==> src/rtl/sbmq_pkg.sv <==
package sbmq_pkg;

    // Field widths fixed by the stream format
    localparam int CMD_W    = 1;
    localparam int QID_W    = 2;
    localparam int DATA_W   = 32;
    localparam int STATUS_W = 2;

    // Queue_id reaches at most this many queue slots
    localparam int QSLOTS = 2 ** QID_W;

    // Operation codes
    localparam logic [CMD_W-1:0] CMD_ENQ = 1'b0;
    localparam logic [CMD_W-1:0] CMD_DEQ = 1'b1;

    // Result status codes
    localparam logic [STATUS_W-1:0] STATUS_OK    = 2'd0;
    localparam logic [STATUS_W-1:0] STATUS_FULL  = 2'd1;
    localparam logic [STATUS_W-1:0] STATUS_EMPTY = 2'd2;

    // Controller to datapath commands
    typedef struct packed {
        logic capture;   // latch the input transfer and launch memory reads
        logic commit;    // apply pointer and memory updates, load the result
    } ctrl_cmd_t;

    // Datapath to controller status
    typedef struct packed {
        logic out_free;  // result register can take a new result this cycle
    } dp_stat_t;

endpackage

==> src/rtl/sbmq_ram.sv <==
module sbmq_ram #(
    parameter int WIDTH = 8,
    parameter int DEPTH = 16
) (
    input  logic                     clk,
    input  logic                     we,
    input  logic [$clog2(DEPTH)-1:0] waddr,
    input  logic [WIDTH-1:0]         wdata,
    input  logic                     re,
    input  logic [$clog2(DEPTH)-1:0] raddr,
    output logic [WIDTH-1:0]         rdata
);

    logic [WIDTH-1:0] mem_reg [DEPTH];
    logic [WIDTH-1:0] rdata_reg;

    // Write port
    always_ff @(posedge clk)
    begin
        if (we)
        begin
            mem_reg[waddr] <= wdata;
        end
    end

    // Registered read port, holds its data between reads
    always_ff @(posedge clk)
    begin
        if (re)
        begin
            rdata_reg <= mem_reg[raddr];
        end
    end

    assign rdata = rdata_reg;

endmodule

==> src/rtl/sbmq_ctrl.sv <==
module sbmq_ctrl (
    input  logic                 clk,
    input  logic                 rst_n,
    input  logic                 in_valid,
    output logic                 in_ready,
    input  sbmq_pkg::dp_stat_t   stat,
    output sbmq_pkg::ctrl_cmd_t  ctl
);

    localparam logic S_IDLE = 1'b0;
    localparam logic S_EXEC = 1'b1;

    logic state_reg;
    logic state_next;

    // Take a transfer only when idle
    assign in_ready    = (state_reg == S_IDLE);
    assign ctl.capture = in_valid && (state_reg == S_IDLE);
    assign ctl.commit  = (state_reg == S_EXEC) && stat.out_free;

    // Next state
    always_comb
    begin
        state_next = state_reg;
        unique case (state_reg)
            S_IDLE:
            begin
                if (in_valid)
                begin
                    state_next = S_EXEC;
                end
            end
            S_EXEC:
            begin
                if (stat.out_free)
                begin
                    state_next = S_IDLE;
                end
            end
            default:
            begin
                state_next = S_IDLE;
            end
        endcase
    end

    always_ff @(posedge clk or negedge rst_n)
    begin
        if (!rst_n)
        begin
            state_reg <= S_IDLE;
        end
        else
        begin
            state_reg <= state_next;
        end
    end

endmodule

==> src/rtl/sbmq_dp.sv <==
module sbmq_dp #(
    parameter int ENTRIES = 16,
    parameter int QUEUES  = 4
) (
    input  logic                                 clk,
    input  logic                                 rst_n,
    input  sbmq_pkg::ctrl_cmd_t                  ctl,
    output sbmq_pkg::dp_stat_t                   stat,
    input  logic [sbmq_pkg::CMD_W-1:0]           in_cmd,
    input  logic [sbmq_pkg::QID_W-1:0]           in_qid,
    input  logic signed [sbmq_pkg::DATA_W-1:0]   in_data,
    output logic                                 out_valid,
    input  logic                                 out_ready,
    output logic signed [sbmq_pkg::DATA_W-1:0]   out_data,
    output logic [sbmq_pkg::STATUS_W-1:0]        out_status
);

    // Pointers carry one extra code, ENTRIES, as null
    localparam int PW = $clog2(ENTRIES + 1);
    localparam int AW = $clog2(ENTRIES);
    localparam logic [PW-1:0] NIL = PW'(ENTRIES);

    // Queue pointers and free list
    logic [PW-1:0] head_reg [sbmq_pkg::QSLOTS];
    logic [PW-1:0] head_next [sbmq_pkg::QSLOTS];
    logic [PW-1:0] tail_reg [sbmq_pkg::QSLOTS];
    logic [PW-1:0] tail_next [sbmq_pkg::QSLOTS];
    logic [PW-1:0] free_head_reg;
    logic [PW-1:0] free_head_next;
    // Entries at or above the fill mark count as linking to i+1, whatever the link memory holds
    logic [PW-1:0] fill_reg;
    logic [PW-1:0] fill_next;

    // Captured operation
    logic [sbmq_pkg::CMD_W-1:0]         op_reg;
    logic [sbmq_pkg::QID_W-1:0]         qid_reg;
    logic signed [sbmq_pkg::DATA_W-1:0] din_reg;
    logic [PW-1:0]                      idx_reg;
    logic                               ok_reg;
    logic                               fresh_reg;

    // Result register
    logic                               out_valid_reg;
    logic                               out_valid_next;
    logic signed [sbmq_pkg::DATA_W-1:0] out_data_reg;
    logic [sbmq_pkg::STATUS_W-1:0]      out_status_reg;

    // Capture-side decode
    logic          q_ok;
    logic [PW-1:0] head_cur;
    logic [PW-1:0] idx_cur;
    logic          ok_cur;

    // Memory ports
    logic          link_we;
    logic [AW-1:0] link_waddr;
    logic [PW-1:0] link_wdata;
    logic [PW-1:0] link_rdata;
    logic          data_we;
    logic          data_re;
    logic signed [sbmq_pkg::DATA_W-1:0] data_rdata;
    logic [PW-1:0] link_val;

    // Decode the operation at capture
    always_comb
    begin
        q_ok     = (32'(in_qid) < 32'(QUEUES));
        head_cur = head_reg[in_qid];
        if (in_cmd == sbmq_pkg::CMD_ENQ)
        begin
            idx_cur = free_head_reg;
            ok_cur  = q_ok && (free_head_reg != NIL);
        end
        else
        begin
            idx_cur = head_cur;
            ok_cur  = q_ok && (head_cur != NIL);
        end
    end

    assign data_re = ctl.capture && ok_cur && (in_cmd == sbmq_pkg::CMD_DEQ);

    // Successor of the entry in work
    assign link_val = fresh_reg ? (idx_reg + PW'(1)) : link_rdata;

    sbmq_ram #(
        .WIDTH (PW),
        .DEPTH (ENTRIES)
    ) u_link_ram (
        .clk   (clk),
        .we    (link_we),
        .waddr (link_waddr),
        .wdata (link_wdata),
        .re    (ctl.capture && ok_cur),
        .raddr (idx_cur[AW-1:0]),
        .rdata (link_rdata)
    );

    sbmq_ram #(
        .WIDTH (sbmq_pkg::DATA_W),
        .DEPTH (ENTRIES)
    ) u_data_ram (
        .clk   (clk),
        .we    (data_we),
        .waddr (idx_reg[AW-1:0]),
        .wdata (din_reg),
        .re    (data_re),
        .raddr (idx_cur[AW-1:0]),
        .rdata (data_rdata)
    );

    // Commit: relink pointers, write memories
    always_comb
    begin
        head_next      = head_reg;
        tail_next      = tail_reg;
        free_head_next = free_head_reg;
        fill_next      = fill_reg;
        link_we        = 1'b0;
        link_waddr     = idx_reg[AW-1:0];
        link_wdata     = free_head_reg;
        data_we        = 1'b0;
        if (ctl.commit && ok_reg)
        begin
            if (op_reg == sbmq_pkg::CMD_ENQ)
            begin
                free_head_next = link_val;
                if (fresh_reg)
                begin
                    fill_next = fill_reg + PW'(1);
                end
                if (head_reg[qid_reg] == NIL)
                begin
                    head_next[qid_reg] = idx_reg;
                end
                else
                begin
                    link_we    = 1'b1;
                    link_waddr = tail_reg[qid_reg][AW-1:0];
                    link_wdata = idx_reg;
                end
                tail_next[qid_reg] = idx_reg;
                data_we            = 1'b1;
            end
            else
            begin
                // Last entry of the queue leaves it empty
                head_next[qid_reg] = (idx_reg == tail_reg[qid_reg]) ? NIL : link_val;
                link_we            = 1'b1;
                link_waddr         = idx_reg[AW-1:0];
                link_wdata         = free_head_reg;
                free_head_next     = idx_reg;
            end
        end
    end

    // Result valid: set on commit, drop when taken
    always_comb
    begin
        out_valid_next = out_valid_reg;
        if (ctl.commit)
        begin
            out_valid_next = 1'b1;
        end
        else if (out_ready)
        begin
            out_valid_next = 1'b0;
        end
    end

    always_ff @(posedge clk or negedge rst_n)
    begin
        if (!rst_n)
        begin
            for (int i = 0; i < sbmq_pkg::QSLOTS; i++)
            begin
                head_reg[i] <= NIL;
                tail_reg[i] <= NIL;
            end
            free_head_reg <= '0;
            fill_reg      <= '0;
            out_valid_reg <= 1'b0;
        end
        else
        begin
            head_reg      <= head_next;
            tail_reg      <= tail_next;
            free_head_reg <= free_head_next;
            fill_reg      <= fill_next;
            out_valid_reg <= out_valid_next;
        end
    end

    // Hold the captured operation
    always_ff @(posedge clk)
    begin
        if (ctl.capture)
        begin
            op_reg    <= in_cmd;
            qid_reg   <= in_qid;
            din_reg   <= in_data;
            idx_reg   <= idx_cur;
            ok_reg    <= ok_cur;
            fresh_reg <= (idx_cur >= fill_reg);
        end
    end

    // Load the result
    always_ff @(posedge clk)
    begin
        if (ctl.commit)
        begin
            if (op_reg == sbmq_pkg::CMD_ENQ)
            begin
                out_data_reg   <= '0;
                out_status_reg <= ok_reg ? sbmq_pkg::STATUS_OK : sbmq_pkg::STATUS_FULL;
            end
            else if (ok_reg)
            begin
                out_data_reg   <= data_rdata;
                out_status_reg <= sbmq_pkg::STATUS_OK;
            end
            else
            begin
                out_data_reg   <= '1;
                out_status_reg <= sbmq_pkg::STATUS_EMPTY;
            end
        end
    end

    assign stat.out_free = !out_valid_reg || out_ready;
    assign out_valid     = out_valid_reg;
    assign out_data      = out_data_reg;
    assign out_status    = out_status_reg;

endmodule

==> src/rtl/shared_buffer_multi_queue.sv <==
// Flow: a transfer is captured into the operation registers, then committed
// to the result register; commit waits while the last result is stalled.
// A new transfer is taken only once the previous item commits: the link and
// data memories are read at capture and written at commit in the datapath.
// Reset: asynchronous, active low; all queues empty, free list holds every
// entry in order, no clearing pass (a fill mark stands in for link reset).
module shared_buffer_multi_queue #(
    parameter int ENTRIES = 16,
    parameter int QUEUES  = 4
) (
    input  logic        clk,
    input  logic        rst_n,
    input  logic        s_axis_tvalid,
    output logic        s_axis_tready,
    input  logic [31:0] s_axis_tdata,   // [31:0] data_in
    input  logic [2:0]  s_axis_tuser,   // [0] cmd, [2:1] queue_id
    output logic        m_axis_tvalid,
    input  logic        m_axis_tready,
    output logic [31:0] m_axis_tdata,   // [31:0] data_out
    output logic [1:0]  m_axis_tuser    // [1:0] status
);

    sbmq_pkg::ctrl_cmd_t ctl;
    sbmq_pkg::dp_stat_t  stat;
    logic signed [sbmq_pkg::DATA_W-1:0] out_data;

    sbmq_ctrl u_ctrl (
        .clk      (clk),
        .rst_n    (rst_n),
        .in_valid (s_axis_tvalid),
        .in_ready (s_axis_tready),
        .stat     (stat),
        .ctl      (ctl)
    );

    sbmq_dp #(
        .ENTRIES (ENTRIES),
        .QUEUES  (QUEUES)
    ) u_dp (
        .clk        (clk),
        .rst_n      (rst_n),
        .ctl        (ctl),
        .stat       (stat),
        .in_cmd     (s_axis_tuser[0]),
        .in_qid     (s_axis_tuser[2:1]),
        .in_data    (s_axis_tdata),
        .out_valid  (m_axis_tvalid),
        .out_ready  (m_axis_tready),
        .out_data   (out_data),
        .out_status (m_axis_tuser)
    );

    assign m_axis_tdata = out_data;

endmodule

==> config.mk <==
export PLATFORM = sky130hd
export DESIGN_NAME = shared_buffer_multi_queue
export DESIGN_NICKNAME = d
export VERILOG_FILES = /design/src/rtl/sbmq_pkg.sv /design/src/rtl/sbmq_ram.sv /design/src/rtl/sbmq_ctrl.sv /design/src/rtl/sbmq_dp.sv /design/src/rtl/shared_buffer_multi_queue.sv
export SDC_FILE = /design/constraint.sdc
export NUM_CORES = 1
export LEC_CHECK = 0
export BUFFER_PORTS_ARGS = -buffer_cell sky130_fd_sc_hd__clkbuf_2
export CORE_MARGIN = 2
export CORE_UTILIZATION = 60
export DETAILED_ROUTE_END_ITERATION = 7
export GPL_ROUTABILITY_DRIVEN = 0
export GPL_TIMING_DRIVEN = 0
export HOLD_SLACK_MARGIN = 0.02
export PLACE_DENSITY_LB_ADDON = 0.3
export REMOVE_ABC_BUFFERS = 1
export SYNTH_ARGS = -nofsm -noshare
export SYNTH_HDL_FRONTEND = slang
export SYNTH_SLANG_ARGS = --single-unit
export TNS_END_PERCENT = 30
==> constraint.sdc <==
create_clock -name clk -period 4.1 [get_ports clk]
set_clock_uncertainty 0.05 [all_clocks]
set_input_delay 0 -clock clk [delete_from_list [all_inputs] [get_ports clk]]
set_output_delay 0 -clock clk [all_outputs]
set_load 0.1 [all_outputs]
==> reports/qor.yml <==
layout:
  nNetsFinal: 2211
  diodes: 0
  synthToLayoutAreaGrowth_pct: 15.40
  layout_common_cells: "edfxtp_1 (705), nand2_1 (450), a21oi_1 (228)"
  drive_gt1_share_pct: 14.32
  final_common_cell: "edfxtp_1"
  largest_reg_flops: 512
timing:
  fin_crit_sh_pct: 94.77
  max_slew_margin_pct: 28.99
  holdWs_ns: 0.05497
  fin_crit_ns: 3.886
  worst_slew_pin_slew_ns: 1.058
  slew_violations: 0
  rsz0062_at_grt: "false"
  fin_setup_tns_ns: 0
  finalHoldViolations: 0
  max_freq_mhz: 257.3
  setup_viol: 0
yosys:
  ys.flop_type: "edfxtp_1"
  synthArstFlopShare_pct: 6.869
  yosysSeqAreaShare_pct: 75.72
  synth-edff-count: 705
  synth_area_um2: 29690
  yosysUniqueCellTypes: 50
  yosysTopAreaCell: "edfxtp_1"
  ys_warn_count: 0
  netlist_top_cells_area: "edfxtp_1 (71%), nand2_1 (5.7%), a21oi_1 (3.8%), dfrtp_1 (3.7%), a32oi_1 (3.3%)"
  ys_seq_elements: 757
  netlist_instances: 2048
  avgSynthCellArea_um2: 14.50
  yosysTopAreaCellShare_pct: 71.30
worst_setup_path:
  cp_slowest_stage_delay_ns: 0.62
  arrival_ns: 4.29
  required_ns: 4.51
  r2r_slack_ns: 0.21
  crit_family: "buffers and inverters"
  end_kind: "flop"
  rr_startpoint: "u_dp.free_head_reg[0]"
  path_max_fanout: 157
  crit_path_cell_trace: "nor2b_1, a21oi_4, buf_12, buf_16, buf_12, inv_8, buf_16, mux2i_1, a221oi_1, a21oi_1, nand2_1"
  crit_type: "flop to flop"
  slowest_stage: "inv_8"
  reg2reg_depth: 11
  cp_num_buf_inv: 5
  worstReg2RegEnd: "u_dp.u_link_ram.rdata[2]"
  start_kind: "flop"
  path_depth: 11
cts:
  cts_buffer_depth: 3
  clock_latency_ns: 0.60
  clk_pin_slew_ns: 0.06
  h-tree-depth: 3
  cts_buffers: 76
  cts_tree: "built"
  cts_root_buffer: "clkbuf_16"
  cts_sinks: 757
global_route:
  grt-busiest-layer: "met2"
  gr-usage-met3_pct: 4.665
  antenna_found_initial: 0
  met2_usage_pct: 45.03
  grt_usage_pct: 27.51
  grt_pass1_vias: 18060
  gr-total-overflow: 0
  grt_max_degree: 158
  grt_pass1_wl_mm: 104.7
  grt_use_met1_pct: 37.48
min_path:
  hold_path_end: "u_dp.din_reg[0]"
  hold_start: "s_axis_tdata[0]"
  whs_path_depth: 2
  hp-class: "input pin to flop"
routing:
  drt-initial-drc-count: 2296
  wire_per_inst_um: 24.10
  wl_mm: 69.53
  via_per_inst: 6.370
  ant_nets: 0
  num_vias: 18380
  drc: 0
  dr.pass1.iters: 6
placement:
  port_buffers: 74
  dp.final_hpwl_mm: 38.70
power_and_ir_drop:
  ir_worst_vdd_uv: 511.0
  p_total_w: 0.02399
  leakagePower_nw: 11.84
  power_density_nw_per_um2: 700.1
run:
  max_cap_viol_count: 0
floorplanning:
  pin_count: 75
  dieArea_um2: 51280
  core_area_um2: 48850
  dieWidth_um: 226.5
  die_h_um: 226.5
  start_util_pct: 60.78
  num_rows: 81
status:
  status: "finished clean"
-- stage by stage --
step | setup WS (ns) | cell area, µm² | cells | utilization (%)
after floorplan | -10.28 | 29090 | 1915 | -
after detailed placement | -0.08624 | 31480 | 2704 | 64.44
final | 0.2142 | 34270 | 2885 | 70.15
after global routing | 0.07158 | 34270 | 2885 | 70.15
after global placement | -20.73 | 30290 | 2653 | 62.00
after CTS | 0.08242 | 34210 | 2880 | 70.04
-- synthesized netlist by cell type (2+ instances only) --
master and number:
nand2_1 450, a32oi_1 111, xor2_1 4, mux4_2 11, buf_6 2, buf_1 5, nor3b_1 2, a21oi_1 228
buf_2 47, inv_1 43, nor4_1 4, clkbuf_1 70, a221oi_1 37, dfrtp_1 44, nand3b_1 2, buf_4 9
edfxtp_1 705, nand3_1 8, nor2_1 41, and2_1 3, a31oi_1 3, o31ai_1 2, xnor2_1 8, o21ai_0 29
a22oi_1 38, and3_1 16, dfstp_2 8, mux2_2 32, nand2b_1 9, nand4_1 3, o22ai_1 2, ha_1 10
nor2b_1 6, mux2i_1 40
-- report_power, final --
part	total [W]	switching, W	leakage (nW)	internal (W)
clock	0.00652	0.00278	1.15	0.00374
combinational	0.00716	0.00484	3.65	0.00231
sequential	0.0103	0.000584	7.04	0.00973
-- repair_timing --
| item | 4_1_cts | 5_1_grt |
|---|---|---|
| hold buffers | 38 | 1 |
| gates resized for setup | 1 | 0 |
| buffers inserted | 0 | 3 |
| gates cloned | 1 | 0 |
| pin swaps | 1 | 1 |
| setup endpoints to repair | 22 | 7 |
| hold endpoints to repair | 86 | 18 |
-- layer usage --
layer | vias to the layer above | routed length (µm)
met1 | 9134 | 26650
li1 | 7992 | -
met4 | 0 | 2534
met2 | 1045 | 33980
met5 | - | 0
met3 | 207 | 6366
-- cells by family after synthesis --
logic type / after synthesis / synth area share [%]
buffers and inverters: 178 / 2.613
adder cells (fa/ha/maj): 10 / 0.4214
AND/OR/NAND/NOR: 547 / 7.374
multiplexers: 83 / 3.396
flip-flops: 757 / 75.72
XOR/XNOR: 12 / 0.3540
AO/OA/AOI/OAI: 461 / 10.13
-- worst max path at each step --
stage | startpoint | to | slack, ns
final | u_dp.free_head_reg[0] | u_dp.u_link_ram.rdata[2] | 0.21
after CTS | u_dp.head_reg[0] | u_dp.u_link_ram.rdata[2] | 0.08
after detailed placement | u_dp.head_reg[0] | u_dp.u_link_ram.rdata[3] | -0.09
after global placement | s_axis_tuser[0] | u_dp.u_link_ram.rdata[2] | -20.73
after floorplan | u_dp.head_reg[1] | u_dp.u_data_ram.rdata[0] | -10.28
after global routing | u_dp.free_head_reg[0] | u_dp.u_link_ram.rdata[2] | 0.07
-- worst reg2reg max path, stage by stage (launching register included) --
cell,delay [ns]
dfrtp_1,0.40
nor2b_1,0.40
a21oi_4,0.13
buf_12,0.23
buf_16,0.18
buf_12,0.18
inv_8,0.62
buf_16,0.57
mux2i_1,0.33
a221oi_1,0.47
a21oi_1,0.08
nand2_1,0.11
-- final cells by class --
type	count	area (µm²)
Sequential cell	757	22480
Fill cell	3101	14580
Multi-Input combinational cell	1114	6533
Clock buffer	98	2098
Timing Repair Buffer	168	1899
Tap cell	664	830.8
Clock inverter	39	246.5
Inverter	45	176.4
Note: power is estimated with default switching activity, not from simulation.
